## src/rtl/core/cfp_pkg.sv

```systemverilog
package cfp_pkg;

    // Frame delimiters and fixed payload size.
    localparam logic [7:0] SOF_BYTE      = 8'hAA;
    localparam logic [7:0] EOF_BYTE      = 8'h55;
    localparam int         PAYLOAD_BYTES = 6;
    localparam int         CNT_W         = 3;

    // Configuration port.
    localparam int         CFG_IDX_W = 2;
    localparam int         CFG_DAT_W = 8;
    localparam logic [CFG_IDX_W-1:0] CFG_EXPECTED_LENGTH     = 2'd0;
    localparam logic [CFG_IDX_W-1:0] CFG_CONTROL_COMMAND     = 2'd1;
    localparam logic [CFG_IDX_W-1:0] CFG_HOST_CONTROL_ENABLE = 2'd2;

    localparam logic [7:0] RST_EXPECTED_LENGTH     = 8'd7;
    localparam logic [7:0] RST_CONTROL_COMMAND     = 8'h20;
    localparam logic       RST_HOST_CONTROL_ENABLE = 1'b1;

    typedef struct packed {
        logic [7:0] expected_length;
        logic [7:0] control_command;
        logic       host_control_enable;
    } cfg_t;

    typedef struct packed {
        logic signed [15:0] vel_x;
        logic signed [15:0] vel_y;
        logic signed [15:0] vel_z;
    } vel_t;

endpackage

```

## src/rtl/core/cfp_byte_if.sv

```systemverilog
interface cfp_byte_if;
    logic       valid;
    logic       ready;
    logic [7:0] rx_byte;

    modport source (output valid, output rx_byte, input ready);
    modport sink   (input valid, input rx_byte, output ready);
endinterface

```

## src/rtl/core/cfp_vel_if.sv

```systemverilog
interface cfp_vel_if;
    logic               valid;
    logic               ready;
    logic signed [15:0] vel_x;
    logic signed [15:0] vel_y;
    logic signed [15:0] vel_z;

    modport source (output valid, output vel_x, output vel_y, output vel_z, input ready);
    modport sink   (input valid, input vel_x, input vel_y, input vel_z, output ready);
endinterface

```

## src/rtl/core/cfp_parser.sv

```systemverilog
module cfp_parser
(
    input  logic                clk,
    input  logic                rst_n,
    input  logic                byte_take,
    input  logic [7:0]          byte_data,
    input  cfp_pkg::cfg_t       cfg,
    output logic                res_valid,
    output cfp_pkg::vel_t       res
);

    localparam logic [2:0] PH_HUNT  = 3'd0;
    localparam logic [2:0] PH_LEN   = 3'd1;
    localparam logic [2:0] PH_CMD   = 3'd2;
    localparam logic [2:0] PH_DATA  = 3'd3;
    localparam logic [2:0] PH_CHECK = 3'd4;
    localparam logic [2:0] PH_END   = 3'd5;

    logic [2:0]                 phase_reg, phase_next;
    logic [7:0]                 check_reg, check_next;
    logic [7:0]                 length_reg, length_next;
    logic [cfp_pkg::CNT_W-1:0]  count_reg, count_next;
    logic [cfp_pkg::CNT_W-1:0]  count_inc;
    logic [7:0]                 payload_reg [cfp_pkg::PAYLOAD_BYTES];
    logic                       store_en;

    assign count_inc = count_reg + 1'b1;

    always_comb
    begin
        phase_next  = phase_reg;
        check_next  = check_reg;
        length_next = length_reg;
        count_next  = count_reg;
        store_en    = 1'b0;
        res_valid   = 1'b0;
        case (phase_reg)
            PH_LEN:
            begin
                length_next = byte_data;
                check_next  = check_reg ^ byte_data;
                phase_next  = PH_CMD;
            end
            PH_CMD:
            begin
                check_next = check_reg ^ byte_data;
                count_next = '0;
                if (length_reg == cfg.expected_length && byte_data == cfg.control_command)
                    phase_next = PH_DATA;
                else
                    phase_next = PH_HUNT;
            end
            PH_DATA:
            begin
                store_en   = (count_reg < cfp_pkg::CNT_W'(cfp_pkg::PAYLOAD_BYTES));
                check_next = check_reg ^ byte_data;
                count_next = count_inc;
                if (count_inc >= cfp_pkg::CNT_W'(cfp_pkg::PAYLOAD_BYTES))
                    phase_next = PH_CHECK;
            end
            PH_CHECK:
            begin
                phase_next = (byte_data == check_reg) ? PH_END : PH_HUNT;
            end
            PH_END:
            begin
                res_valid  = (byte_data == cfp_pkg::EOF_BYTE) && cfg.host_control_enable;
                phase_next = PH_HUNT;
            end
            default:
            begin
                if (byte_data == cfp_pkg::SOF_BYTE)
                begin
                    phase_next = PH_LEN;
                    check_next = '0;
                end
                else
                begin
                    phase_next = PH_HUNT;
                end
            end
        endcase
    end

    assign res.vel_x = {payload_reg[1], payload_reg[0]};
    assign res.vel_y = {payload_reg[3], payload_reg[2]};
    assign res.vel_z = {payload_reg[5], payload_reg[4]};

    always_ff @(posedge clk or negedge rst_n)
    begin
        if (!rst_n)
        begin
            phase_reg  <= PH_HUNT;
            check_reg  <= '0;
            length_reg <= '0;
            count_reg  <= '0;
        end
        else if (byte_take)
        begin
            phase_reg  <= phase_next;
            check_reg  <= check_next;
            length_reg <= length_next;
            count_reg  <= count_next;
        end
    end

    // Payload bytes need no reset: each is written before the frame can complete.
    always_ff @(posedge clk)
    begin
        if (byte_take && store_en)
            payload_reg[count_reg] <= byte_data;
    end

endmodule

```

## src/rtl/core/cfp_out_buf.sv

```systemverilog
module cfp_out_buf
(
    input  logic           clk,
    input  logic           rst_n,
    input  logic           push,
    input  cfp_pkg::vel_t  push_data,
    output logic           space,
    output logic           out_valid,
    input  logic           out_ready,
    output cfp_pkg::vel_t  out_data
);

    logic           main_valid_reg;
    logic           skid_valid_reg;
    cfp_pkg::vel_t  main_data_reg;
    cfp_pkg::vel_t  skid_data_reg;
    logic           pop;

    assign pop       = main_valid_reg && out_ready;
    assign space     = !skid_valid_reg;
    assign out_valid = main_valid_reg;
    assign out_data  = main_data_reg;

    always_ff @(posedge clk or negedge rst_n)
    begin
        if (!rst_n)
        begin
            main_valid_reg <= 1'b0;
            skid_valid_reg <= 1'b0;
        end
        else if (skid_valid_reg)
        begin
            if (pop)
                skid_valid_reg <= 1'b0;
        end
        else if (push)
        begin
            if (!main_valid_reg || pop)
                main_valid_reg <= 1'b1;
            else
                skid_valid_reg <= 1'b1;
        end
        else if (pop)
        begin
            main_valid_reg <= 1'b0;
        end
    end

    always_ff @(posedge clk)
    begin
        if (skid_valid_reg)
        begin
            if (pop)
                main_data_reg <= skid_data_reg;
        end
        else if (push)
        begin
            if (!main_valid_reg || pop)
                main_data_reg <= push_data;
            else
                skid_data_reg <= push_data;
        end
    end

endmodule

```

## src/rtl/core/control_frame_parser.sv

```systemverilog
// Control frame parser. Received serial words (one byte each) enter on rx and are
// parsed as start 0xAA, length, command, six payload bytes, XOR check and end 0x55;
// a frame whose length and command match the configured values, whose check byte
// equals the XOR of length, command and payload, and which ends in 0x55 yields one
// word on vel with three little-endian signed 16-bit velocities, provided host
// control is enabled. Every other byte pattern yields nothing and the parser goes
// back to hunting for a start byte; a byte that ends a frame is never reused as a
// start. The block takes one byte per clock: each byte goes through one small state
// transition, and a result is held in a two-entry output buffer, so rx stays ready
// while a result waits on vel and stalls only when both entries are full. A result appears
// on vel at the earliest the cycle after its end byte is accepted, later if an earlier result
// still waits there. Configuration registers (0 expected length, 1 control command, 2 host
// control enable) are written through cfg_we, cfg_index and cfg_data; other indexes are
// ignored. The user must write them only while the block is idle; this is not enforced.
module control_frame_parser
(
    input  logic                                clk,
    input  logic                                rst_n,
    cfp_byte_if.sink                            rx,
    cfp_vel_if.source                           vel,
    input  logic                                cfg_we,
    input  logic [cfp_pkg::CFG_IDX_W-1:0]       cfg_index,
    input  logic [cfp_pkg::CFG_DAT_W-1:0]       cfg_data
);

    cfp_pkg::cfg_t  cfg_reg;
    logic           byte_take;
    logic           res_valid;
    cfp_pkg::vel_t  res;
    logic           space;
    cfp_pkg::vel_t  out_data;

    // Configuration registers; writes are masked to each register's width.
    always_ff @(posedge clk or negedge rst_n)
    begin
        if (!rst_n)
        begin
            cfg_reg.expected_length     <= cfp_pkg::RST_EXPECTED_LENGTH;
            cfg_reg.control_command     <= cfp_pkg::RST_CONTROL_COMMAND;
            cfg_reg.host_control_enable <= cfp_pkg::RST_HOST_CONTROL_ENABLE;
        end
        else if (cfg_we)
        begin
            case (cfg_index)
                cfp_pkg::CFG_EXPECTED_LENGTH:     cfg_reg.expected_length     <= cfg_data;
                cfp_pkg::CFG_CONTROL_COMMAND:     cfg_reg.control_command     <= cfg_data;
                cfp_pkg::CFG_HOST_CONTROL_ENABLE: cfg_reg.host_control_enable <= cfg_data[0];
                default: ;
            endcase
        end
    end

    // A byte is taken whenever the output buffer can absorb a possible result.
    assign rx.ready  = space;
    assign byte_take = rx.valid && space;

    cfp_parser u_parser
    (
        .clk       (clk),
        .rst_n     (rst_n),
        .byte_take (byte_take),
        .byte_data (rx.rx_byte),
        .cfg       (cfg_reg),
        .res_valid (res_valid),
        .res       (res)
    );

    cfp_out_buf u_out_buf
    (
        .clk       (clk),
        .rst_n     (rst_n),
        .push      (byte_take && res_valid),
        .push_data (res),
        .space     (space),
        .out_valid (vel.valid),
        .out_ready (vel.ready),
        .out_data  (out_data)
    );

    assign vel.vel_x = out_data.vel_x;
    assign vel.vel_y = out_data.vel_y;
    assign vel.vel_z = out_data.vel_z;

endmodule

```

## src/flat_wrapper.sv

```systemverilog
// flat-port wrapper written by rule: the top's interface ports become plain ports
module control_frame_parser_flat 
  (clk, rst_n, cfg_we, cfg_index, cfg_data, rx_valid, rx_rx_byte, rx_ready, vel_valid, vel_vel_x, vel_vel_y, vel_vel_z, vel_ready);
  cfp_byte_if rx_i ();
  cfp_vel_if vel_i ();
  input  logic clk;
  input  logic rst_n;
  input  logic cfg_we;
  input  logic [cfp_pkg::CFG_IDX_W-1:0] cfg_index;
  input  logic [cfp_pkg::CFG_DAT_W-1:0] cfg_data;
  input wire logic [$bits(rx_i.valid)-1:0] rx_valid;
  input wire logic [$bits(rx_i.rx_byte)-1:0] rx_rx_byte;
  output wire logic [$bits(rx_i.ready)-1:0] rx_ready;
  output wire logic [$bits(vel_i.valid)-1:0] vel_valid;
  output wire logic [$bits(vel_i.vel_x)-1:0] vel_vel_x;
  output wire logic [$bits(vel_i.vel_y)-1:0] vel_vel_y;
  output wire logic [$bits(vel_i.vel_z)-1:0] vel_vel_z;
  input wire logic [$bits(vel_i.ready)-1:0] vel_ready;
  assign rx_i.valid = rx_valid;
  assign rx_i.rx_byte = rx_rx_byte;
  assign rx_ready = rx_i.ready;
  assign vel_valid = vel_i.valid;
  assign vel_vel_x = vel_i.vel_x;
  assign vel_vel_y = vel_i.vel_y;
  assign vel_vel_z = vel_i.vel_z;
  assign vel_i.ready = vel_ready;
  control_frame_parser u_core (.clk(clk), .rst_n(rst_n), .rx(rx_i), .vel(vel_i), .cfg_we(cfg_we), .cfg_index(cfg_index), .cfg_data(cfg_data));
endmodule
```

## config.mk

```make
export PLATFORM = sky130hd
export DESIGN_NAME = control_frame_parser_flat
export DESIGN_NICKNAME = d
export VERILOG_FILES = /design/src/rtl/core/cfp_pkg.sv /design/src/rtl/core/cfp_byte_if.sv /design/src/rtl/core/cfp_vel_if.sv /design/src/rtl/core/cfp_parser.sv /design/src/rtl/core/cfp_out_buf.sv /design/src/rtl/core/control_frame_parser.sv /design/src/flat_wrapper.sv
export SDC_FILE = /design/constraint.sdc
export NUM_CORES = 1
export LEC_CHECK = 0
export ABC_AREA = 0
export BUFFER_PORTS_ARGS = -buffer_cell sky130_fd_sc_hd__buf_2
export CORE_MARGIN = 3
export CORE_UTILIZATION = 30
export DETAILED_ROUTE_END_ITERATION = 12
export GPL_TIMING_DRIVEN = 1
export PLACE_DENSITY_LB_ADDON = 0.3
export REMOVE_ABC_BUFFERS = 1
export SLEW_MARGIN = 40
export SYNTH_ARGS = -nofsm -noshare
export SYNTH_HDL_FRONTEND = slang
export SYNTH_SLANG_ARGS = --single-unit
```

## constraint.sdc

```tcl
create_clock -name clk -period 5.01 [get_ports clk]
set_input_delay 0.2505 -clock clk [delete_from_list [all_inputs] [get_ports clk]]
set_output_delay 0.2505 -clock clk [all_outputs]
set_load 0.01 [all_outputs]
```

==> results of run 1 <==
==> final cells by class <==
class	instances	area [um^2]	share of cell area, %
well taps	313	392	4.61
clock inverters	13	189	2.22
repair buffers	77	423	4.97
flip-flops and latches	185	5360	63.0
clock buffers	18	429	5.05
inverters	5	18.8	0.221
multi-input cells	207	1690	19.9
==> power by group <==
| part | leakage (nW) | total [mW] | switching [mW] | internal (mW) |
|---|---|---|---|---|
| Combinational | 0.866 | 0.376 | 0.191 | 0.185 |
| Clock | 0.291 | 1.40 | 0.597 | 0.800 |
| Sequential | 1.79 | 1.87 | 0.109 | 1.76 |
| Total | 2.94 | 3.64 | 0.897 | 2.75 |
==> synth_stat cells (2+ instances only) <==
library cell / instances
a21oi_1: 6
buf_2: 11
clkbuf_1: 2
dfrtp_1: 36
dfstp_2: 5
edfxtp_1: 144
ha_1: 2
inv_1: 2
inv_2: 3
mux2_1: 16
mux2_2: 57
nand2_1: 14
nand2b_1: 14
nand3_1: 2
nand3b_1: 3
nand4_1: 7
nand4bb_1: 2
nor2_1: 17
nor2b_1: 3
nor3_1: 5
nor4_1: 2
o21ai_0: 9
o21ai_1: 12
xnor2_1: 18
xor2_1: 3
==> logic make-up (layout without fill, tap and decap cells) <==
logic type                 count (synthesis)  in the layout  synth area share (%)
DFF                                      185            185                  75.3
xor gates and xnor gates                  22             22                  2.82
and+or+nand+nor                           75             75                  5.81
adders and majority gates                  2              2                 0.352
AOI/OAI and AO/OA                         35             35                  2.83
buffers and inverters                     19            113                  1.30
muxes                                     73             73                  11.6
==> per-stage QoR <==
stage	utilization (%)	area, um^2	setup TNS [ps]
after detailed placement	34.3	7880	0
after CTS	37.0	8500	0
after global placement	34.1	7840	0
final	37.0	8500	0
after floorplan	-	7040	-24630
after global routing	37.0	8500	0
==> layer usage <==
metal / global-route usage (%) / share of wire, %
met4: 4.73 / 2.0
met3: 2.72 / 5.6
met2: 17.2 / 48
met1: 14.1 / 44
met5: 0 / 0
==> how the worst max path moves through the flow <==
| stage | slack [ps] | from | endpoint | depth (start not counted) |
|---|---|---|---|---|
| 6_report | 2480 | u_core.u_out_buf.skid_valid_reg | u_core.u_parser.payload_reg[5][1] | 6 |
| 5_1_grt | 2250 | u_core.u_out_buf.skid_valid_reg | u_core.u_parser.payload_reg[3][2] | 6 |
| 2_1_floorplan | -510 | u_core.u_out_buf.skid_valid_reg | u_core.u_out_buf.skid_data_reg[0] | 5 |
| 4_1_cts | 2470 | u_core.u_out_buf.skid_valid_reg | u_core.u_parser.payload_reg[5][0] | 6 |
| 3_5_place_dp | 2460 | rx_rx_byte[5] | u_core.u_out_buf.out_data[16] | 7 |
| 3_3_place_gp | 2320 | rx_rx_byte[5] | u_core.u_out_buf.out_data[16] | 6 |
==> layout by cell type (no fill, tap or decap), types with 3 or more instances in the layout <==
| cell | netlist | layout |
|---|---|---|
| xnor2_1 | 18 | 18 |
| nand4_1 | 7 | 7 |
| o21ai_1 | 12 | 12 |
| xor2_1 | 3 | 3 |
| buf_2 | 11 | 71 |
| nor2b_1 | 3 | 3 |
| mux2_2 | 57 | 57 |
| o21ai_0 | 9 | 9 |
| nor3_2 | 0 | 3 |
| clkinvlp_4 | 0 | 3 |
| bufinv_16 | 0 | 3 |
| nor2_1 | 17 | 17 |
| inv_8 | 0 | 3 |
| inv_2 | 3 | 3 |
| dfstp_2 | 5 | 5 |
| dfrtp_1 | 36 | 35 |
| buf_4 | 0 | 4 |
| nand2_1 | 14 | 14 |
| edfxtp_1 | 144 | 144 |
| nand3b_1 | 3 | 3 |
| a21oi_1 | 6 | 6 |
| nand2b_1 | 14 | 14 |
| mux2_1 | 16 | 16 |
| clkbuf_16 | 0 | 17 |
==> worst max-delay path, delay by kind of cell (launching register included) <==
family / cells / cell delay [ps]
flops: 1 / 410
simple gates: 4 / 1300
buf+inv: 2 / 460
==> timing repair <==
| item | 4_1_cts | 5_1_grt |
|---|---|---|
| hold endpoints to repair | 36 | 0 |
| setup endpoints to repair | 0 | 0 |
| gates resized for setup | 0 | 0 |
| hold buffers | 1 | 0 |
==> impl_metrics.json, run 1 <==
{
  "status": "complete, no violations",
  "cp.arrival_ps": 2580,
  "post-route-period-util_pct": 50.4,
  "nFillCells": 2201,
  "gp_congestion": 0.846,
  "routed_wl_um": 13600,
  "yosys_warnings": 0,
  "max_stage_delay_ps": 620,
  "synth_edf_count": 144,
  "netlist_instances": 411,
  "post-cts-setup-buffers": 0,
  "dpl.cell_count": 786,
  "dieArea_um2": 25600,
  "cts_tree": "done",
  "grt_use_total_pct": 10.8,
  "finalSetupViolCount": 0,
  "cts-root-buf": "clkbuf_16",
  "cts.sinks": 185,
  "hpwl_um": 8950,
  "clk_latency_ps": 430,
  "grt-ovfl-total": 0,
  "io_buffers": 72,
  "hold_path.startpoint": "cfg_data[6]",
  "antenna_cells": 0,
  "yosys.area.top_type": "edfxtp_1",
  "chipHeight_um": 160,
  "slowest_stage": "nor2_1",
  "critPathMaxFanout": 52,
  "leakage_nw": 2.94,
  "regToRegEndpoint": "u_core.u_parser.payload_reg[5][1]",
  "hold_viol": 0,
  "h-tree-depth": 4,
  "final_cells": 818,
  "dr.first_iter.drc_count": 235,
  "ys.flop_type": "edfxtp_1",
  "synth_cell_types": 41,
  "maxCapViolations": 0,
  "ios": 73,
  "yosysSeqAreaShare_pct": 75.3,
  "grt_pass1_wl_um": 21500,
  "holdWs_ps": 54.3,
  "layout-drive-gt1-share_pct": 35.6,
  "design.core.area_um2": 23000,
  "clk_pin_slew_ps": 70,
  "crit_chain": "buf_4, nor2b_1, nand3_1, inv_2, nand3_1, nor2_1",
  "max_slew_margin_pct": 50.9,
  "cp_common_cell": "nand3_1",
  "netlist_top_cells_area": "edfxtp_1 61%, dfrtp_1 13%, mux2_2 9.0%, mux2_1 2.5%, xnor2_1 2.2%",
  "rsz0062_at_grt": "false",
  "start_util_pct": 30.9,
  "power_mw": 3.64,
  "async_reset_ff_share_pct": 22.2,
  "powerDensity_nw_per_um2": 428,
  "antenna_found_initial": 0,
  "cp.required_ps": 5070,
  "cts_inserted_buffers": 17,
  "synthToLayoutAreaGrowth_pct": 19.6,
  "first_global_vias": 3792,
  "die_x_um": 160,
  "critPathKind": "flop to flop",
  "rows": 55,
  "worstMarginPinSlew_ps": 734,
  "synth.avg_cell_area_um2": 17.3,
  "r2r_cells": 6,
  "layout_setup_ws_ps": 2480,
  "place_ws_ps": 2460,
  "post_drt_via_cell_ratio": 4.46,
  "nNetsFinal": 518,
  "min_to": "u_core.cfg_reg[15]",
  "wire_per_inst_um": 16.6,
  "min_path_cells": 2,
  "crit_path_start_kind": "flop",
  "r2r_start": "u_core.u_out_buf.skid_valid_reg",
  "first_pass_iters": 5,
  "max-vdd-ir-drop_mv": 0.230,
  "final-max-slew-violation-count": 0,
  "syn-cell-area_um2": 7110,
  "r2r_slack_ps": 2480,
  "cts_buffer_depth": 2,
  "synth-seq-cells": 185,
  "cp-end-kind": "flop",
  "holdCritPathClass": "input port to flop",
  "fin_skew_ps": 9.57,
  "fmax_ghz": 0.396,
  "synth.top_cell.area_share_pct": 60.8,
  "drc_errors": 0,
  "drtAntennaViolNets": 0,
  "min_period_ps": 2530,
  "vias": 3648,
  "grt_max_degree": 53
}
(Power assumes the default switching activity.)
==> run 2, diff against run 1 <==
--- a/config.mk
+++ b/config.mk
@@ -5,7 +5,7 @@
 export SDC_FILE = /design/constraint.sdc
 export NUM_CORES = 1
 export LEC_CHECK = 0
-export ABC_AREA = 0
+export ABC_AREA = 1
 export BUFFER_PORTS_ARGS = -buffer_cell sky130_fd_sc_hd__buf_2
 export CORE_MARGIN = 3
 export CORE_UTILIZATION = 30
==> constraint.sdc (replaced) <==
create_clock -name clk -period 2.2 [get_ports clk]
set_input_delay 0.11 -clock clk [delete_from_list [all_inputs] [get_ports clk]]
set_output_delay 0.11 -clock clk [all_outputs]
set_load 0.01 [all_outputs]
==> run 2 against run 1 <==
Against the previous run: register-to-register slack got worse by 2300 ps; largest cell class unchanged; cell count increased by 30%; sequential power increased by 120%; utilization increased by 0.20 points; critical path type unchanged; combinational power increased by 120%; critical endpoint is now u_core.u_out_buf.out_data[44]; fmax increased by 23%; area after synthesis increased by 1.1%; worst setup slack got worse by 2300 ps.
==> impl_metrics.json, run 2 <==
{
  "status": "complete, no violations",
  "synth_common_cells": "256 x nand2_1, 144 x edfxtp_1, 55 x inv_1",
  "crit_start": "u_core.u_parser.phase_reg[1]",
  "syn-cell-area_um2": 7190,
  "io_buffers": 72,
  "r2r_start": "u_core.u_parser.phase_reg[1]",
  "place_ws_ps": 140,
  "cts_inserted_buffers": 17,
  "placed_cell_area_um2": 8060,
  "yosys.area.top_type": "edfxtp_1",
  "synth_cell_types": 27,
  "ys.flop_type": "edfxtp_1",
  "start_util_pct": 30.5,
  "grt_use_total_pct": 11.6,
  "async_reset_ff_share_pct": 22.2,
  "fin_area_um2": 8760,
  "path_buf_inv": 2,
  "leakage_nw": 3.63,
  "die_x_um": 161,
  "clk_latency_ps": 420,
  "critPathMaxFanout": 48,
  "finalSetupViolCount": 0,
  "layout_setup_ws_ps": 147,
  "max_stage_delay_ps": 450,
  "min_period_ps": 2050,
  "rows": 56,
  "cp-end-kind": "flop",
  "first_pass_iters": 4,
  "dr.first_iter.drc_count": 314,
  "cts_resized": 0,
  "post-route-period-util_pct": 93.3,
  "fin_skew_ps": 10.6,
  "h-tree-depth": 4,
  "final_cell_mix": "256 x nand2_1, 144 x edfxtp_1, 72 x buf_2",
  "ios": 73,
  "crit_chain": "inv_1, nand3_1, nor3_1, nand3_1, nand2_1, o21ai_0, nor2_4, buf_12",
  "antenna_cells": 0,
  "hold_viol": 0,
  "critPathKind": "flop to flop",
  "synthToLayoutAreaGrowth_pct": 21.8,
  "cp_common_cell": "nand3_1",
  "gp_congestion": 0.777,
  "dpl.cell_count": 1017,
  "layout-drive-gt1-share_pct": 18.1,
  "chipHeight_um": 161,
  "cts.sinks": 185,
  "cts-root-buf": "clkbuf_16",
  "cp.required_ps": 2310,
  "vias": 4397,
  "max-vdd-ir-drop_mv": 0.466,
  "post-route-util_pct": 37.2,
  "post_drt_via_cell_ratio": 4.15,
  "wire_per_inst_um": 13.6,
  "worstMarginPinSlew_ps": 647,
  "rsz0062_at_grt": "false",
  "fmax_ghz": 0.487,
  "grt_pass1_wl_um": 23100,
  "synth.most_common_cell": "nand2_1",
  "maxCapViolations": 0,
  "drc_errors": 0,
  "powerDensity_nw_per_um2": 913,
  "max_slew_margin_pct": 56.9,
  "grt-ovfl-total": 0,
  "cts_buffer_depth": 2,
  "netlist_instances": 622,
  "synth-seq-cells": 185,
  "holdCritPathClass": "input port to flop",
  "first_global_vias": 4224,
  "routed_wl_um": 14500,
  "yosysSeqAreaShare_pct": 74.5,
  "grt_max_degree": 53,
  "nNetsFinal": 753,
  "final-max-slew-violation-count": 0,
  "final_cells": 1060,
  "cp.arrival_ps": 2160,
  "cts_tree": "done",
  "synth.top_cell.area_share_pct": 60.2,
  "yosys_warnings": 0,
  "antenna_found_initial": 0,
  "drtAntennaViolNets": 0,
  "netlist_top_cells_area": "edfxtp_1 60%, nand2_1 13%, dfrtp_1 13%, inv_1 2.9%, o21ai_0 2.4%",
  "fin_tns_setup_ps": 0,
  "crit_cells": 8,
  "dieArea_um2": 25900,
  "design.core.area_um2": 23500,
  "crit_path_start_kind": "flop",
  "hpwl_um": 9470,
  "slowest_stage": "dfrtp_1",
  "regToRegEndpoint": "u_core.u_out_buf.out_data[44]",
  "critical-path-top-delay-family": "simple AND/OR/NAND/NOR gates",
  "synth.avg_cell_area_um2": 11.6,
  "layout_commonest_cell": "nand2_1",
  "r2r_slack_ps": 150,
  "r2r_cells": 8,
  "clk_pin_slew_ps": 70,
  "nFillCells": 2313,
  "worstSetupEndpoint": "u_core.u_out_buf.out_data[44]",
  "synth_edf_count": 144
}
==> run 2: cell count changes after synthesis, moves of 11 or more <==
cell / delta
inv_1: +53
mux2_1: -16
mux2_2: -57
nand2_1: +242
nand2b_1: -14
nand3_1: +11
nor2_1: +12
o21ai_0: +26
o21ai_1: -12
xnor2_1: -18
==> run 2: worst min path at each step <==
stage | start | depth (start not counted) | endpoint | slack, ps
after floorplan | rst_n | 0 | u_core.cfg_reg[12] | -190
after global placement | rst_n | 1 | u_core.cfg_reg[8] | 170
after detailed placement | rst_n | 1 | u_core.cfg_reg[8] | 160
after CTS | rx_rx_byte[7] | 3 | u_core.u_parser.length_reg[7] | 4
after global routing | rx_rx_byte[7] | 3 | u_core.u_parser.length_reg[7] | 20
final | rx_rx_byte[7] | 3 | u_core.u_parser.length_reg[7] | 20
==> run 2: where the power goes <==
group	internal (mW)	switching (mW)
clock	1.61	1.39
combinational	0.319	0.509
sequential	3.97	0.194
==> run 2: cell type report <==
class	count	area (um^2)	area share, %
clock inverter	15	164	1.87
timing repair buffer	102	638	7.29
tap	319	399	4.56
clock buffer	17	425	4.86
multi-input combinational	365	1560	17.8
inverter	57	214	2.44
sequential	185	5360	61.2
==> run 2: timing repair <==
item | 4_1_cts | 5_1_grt
hold endpoints to repair | 40 | 0
hold buffers | 11 | 0
endpoints found under the setup margin | 0 | 0
buffers inserted | 0 | 0
==> run 2: logic make-up (layout without fill, tap and decap cells) <==
kind of cell	after synthesis	after routing	synth area share (%)
simple gates	312	312	16.9
compound gates	45	45	3.52
buf+inv	72	191	4.00
flops	185	185	74.5
xor+xnor	6	6	0.731
fa+ha+maj	2	2	0.348
==> run 2: worst min-delay path, delay by kind of cell <==
| kind | cells | cell delay (ps) |
|---|---|---|
| AO/OA/AOI/OAI | 1 | 90 |
| buffers and inverters | 2 | 190 |
==> run 2: stage by stage <==
stage          power, mW  hold slack (ps)
6_report            8.00             16.5
2_1_floorplan       4.79             -186
3_5_place_dp        5.05              162
3_3_place_gp        5.05              168
5_1_grt             8.41             22.4
4_1_cts             8.09             3.83
==> run 2: routing by layer <==
| layer | vias up | share of wire (%) | track usage, % |
|---|---|---|---|
| met5 | - | 0 | 0 |
| met4 | 0 | 0.89 | 3.52 |
| met3 | 11 | 5.4 | 3.15 |
| met2 | 103 | 46 | 17.8 |
| met1 | 2017 | 48 | 16.2 |
| li1 | 2266 | - | - |
==> run 3, diff against run 2 <==
--- a/config.mk
+++ b/config.mk
@@ -11,8 +11,10 @@
 export CORE_UTILIZATION = 30
 export DETAILED_ROUTE_END_ITERATION = 12
 export GPL_TIMING_DRIVEN = 1
+export HOLD_SLACK_MARGIN = 0.12
 export PLACE_DENSITY_LB_ADDON = 0.3
 export REMOVE_ABC_BUFFERS = 1
+export SKIP_LAST_GASP = 1
 export SLEW_MARGIN = 40
 export SYNTH_ARGS = -nofsm -noshare
 export SYNTH_HDL_FRONTEND = slang
==> constraint.sdc (replaced) <==
create_clock -name clk -period 1.8 [get_ports clk]
set_input_delay 0.09 -clock clk [delete_from_list [all_inputs] [get_ports clk]]
set_output_delay 0.09 -clock clk [all_outputs]
set_load 0.01 [all_outputs]
==> run 3 against run 2 <==
Against the previous run: largest power group unchanged; count of clock-buffer cells in the layout is 1 higher; global-route usage is 0.38 points higher; critical path type unchanged; sequential power is 22% higher; largest cell class unchanged; hold slack better by 130 ps; the flow now finishes with violations (negative setup slack); combinational power is 32% higher.
==> impl_metrics.json, run 3 (synthesized netlist as in run 2, its figures left out) <==
{
  "post-route-period-util_pct": 100,
  "rsz0062_at_grt": "true",
  "grt_use_total_pct": 12.0,
  "cts-root-buf": "clkbuf_16",
  "use_met1_pct": 17.0,
  "cts_tree": "done",
  "r2r_cells": 7,
  "layout-drive-gt1-share_pct": 22.4,
  "r2r_slack_ps": -3,
  "max-vdd-ir-drop_mv": 0.552,
  "switching_power_mw": 2.56,
  "worstMarginPinSlew_ps": 568,
  "die_x_um": 161,
  "fmax_ghz": 0.555,
  "grt_pass1_wl_um": 24000,
  "cp.arrival_ps": 1950,
  "routed_wl_um": 15700,
  "finalSetupViolCount": 5,
  "met2_usage_pct": 18.0,
  "dieArea_um2": 25900,
  "max_slew_margin_pct": 62.0,
  "cts_inserted_buffers": 17,
  "min_period_ps": 1800,
  "vias": 4572,
  "maxCapViolations": 0,
  "final_cell_mix": "253 x nand2_1, 144 x edfxtp_1, 72 x buf_2",
  "fin_skew_ps": 11.2,
  "first_pass_iters": 6,
  "crit_chain": "nand2_2, nor3_2, nand3_2, buf_6, nor2_4, buf_12, clkbuf_16",
  "gp_congestion": 0.793,
  "layout_setup_ws_ps": -2.71,
  "sequentialPowerShare_pct": 49.9,
  "crit_start": "u_core.cfg_reg[0]",
  "leakage_nw": 3.88,
  "failed_checks": "negative setup slack",
  "hold_viol": 0,
  "ios": 73,
  "antenna_found_initial": 0,
  "nFillCells": 2291,
  "intPower_mw": 7.65,
  "layout_commonest_cell": "nand2_1",
  "combPwrFrac_pct": 10.7,
  "design.core.area_um2": 23500,
  "status": "finished with violations",
  "worstSetupEndpoint": "u_core.u_out_buf.skid_data_reg[6]",
  "cp.required_ps": 1940,
  "nNetsFinal": 786,
  "cp-end-kind": "flop",
  "switching_share_pct": 25.1,
  "dr.first_iter.drc_count": 333,
  "grt-ovfl-total": 0,
  "regToRegEndpoint": "u_core.u_out_buf.skid_data_reg[6]",
  "drc_errors": 0,
  "start_util_pct": 30.5,
  "use_met3_pct": 3.46,
  "cts_buffer_depth": 2,
  "rows": 56,
  "grt.busiest_layer": "met2",
  "r2r_start": "u_core.cfg_reg[0]",
  "cts.sinks": 185,
  "h-tree-depth": 4,
  "grt_max_degree": 49,
  "io_buffers": 72,
  "wire_per_inst_um": 14.4,
  "max_stage_delay_ps": 540,
  "hpwl_um": 9740,
  "critPathKind": "flop to flop",
  "multiInputGateArea_um2": 1610,
  "synthToLayoutAreaGrowth_pct": 29.6,
  "register_area_um2": 5360,
  "post-route-util_pct": 39.6,
  "powerDensity_nw_per_um2": 1100,
  "chipHeight_um": 161,
  "critPathMaxFanout": 7,
  "clk_latency_ps": 430,
  "antenna_cells": 0,
  "slowest_stage": "dfstp_2",
  "holdWs_ps": 146,
  "drtAntennaViolNets": 0,
  "final-max-slew-violation-count": 0,
  "post_drt_via_cell_ratio": 4.18,
  "holdCritPathClass": "input port to flop",
  "p_clk_share_pct": 39.4,
  "clk_pin_slew_ps": 70,
  "crit_path_start_kind": "flop",
  "first_global_vias": 4386
}
-- run 3: worst max-delay path: cells and delay by family, from the launching register on --
family	cells	cell delay, ps
DFF	1	540
and+or+nand+nor	4	500
buffers and inverters	3	480
-- run 3: cell type report --
| type | instances | area share (%) |
|---|---|---|
| Tap cell | 319 | 4.28 |
| Sequential cell | 185 | 57.5 |
| Clock buffer | 18 | 4.61 |
| Multi-Input combinational cell | 365 | 17.3 |
| Clock inverter | 14 | 2.26 |
| Timing Repair Buffer | 135 | 11.8 |
| Inverter | 57 | 2.30 |
-- run 3: how the worst min path moves through the flow --
| stage | cells past startpoint | endpoint | slack (ps) | startpoint |
|---|---|---|---|---|
| 2_1_floorplan | 0 | u_core.cfg_reg[12] | -210 | rst_n |
| 3_3_place_gp | 2 | u_core.cfg_reg[16] | 200 | rst_n |
| 3_5_place_dp | 2 | u_core.cfg_reg[8] | 200 | rst_n |
| 4_1_cts | 2 | u_core.u_parser.payload_reg[2][1] | 120 | rx_rx_byte[1] |
| 5_1_grt | 2 | u_core.u_parser.payload_reg[2][1] | 120 | rx_rx_byte[1] |
| 6_report | 2 | u_core.u_parser.payload_reg[3][5] | 150 | rx_rx_byte[5] |
-- run 3: stage by stage --
| step | power, mW | setup WS, ps | TNS, ps | cells | area (um^2) |
|---|---|---|---|---|---|
| final | 10.2 | -2.71 | -9.62 | 1093 | 9320 |
| after floorplan | 5.85 | -2850 | -343100 | 607 | 7110 |
| after CTS | 10.3 | -4.58 | -28.1 | 1085 | 9090 |
| after global routing | 10.7 | -93.0 | -5730 | 1093 | 9320 |
| after global placement | 6.18 | -34.7 | -1240 | 1029 | 8150 |
| after detailed placement | 6.21 | -71.1 | -2880 | 1029 | 8150 |
-- run 3: power groups by stage --
stage | Sequential (mW) | Clock [mW] | Combinational, mW
final | 5.09 | 4.02 | 1.09
after global routing | 5.13 | 4.26 | 1.28
after CTS | 5.08 | 4.11 | 1.08
after detailed placement | 5.16 | 0 | 1.04
after global placement | 5.16 | 0 | 1.02
after floorplan | 5.11 | 0 | 0.739
-- run 3: what timing repair did --
action | in CTS | in global routing
resized for setup | 8 | 19
endpoints found under the hold margin | 85 | 0
cloned | 2 | 8
pin swaps | 4 | 4
buffers inserted | 5 | 2
hold buffers | 17 | 0
endpoints found under the setup margin | 49 | 145
-- run 3: layer usage --
metal  routed length (um)  vias up
met5                    0        -
met4                  144        0
met3                  865       10
met2                 7050      115
met1                 7680     2119
li1                     -     2328
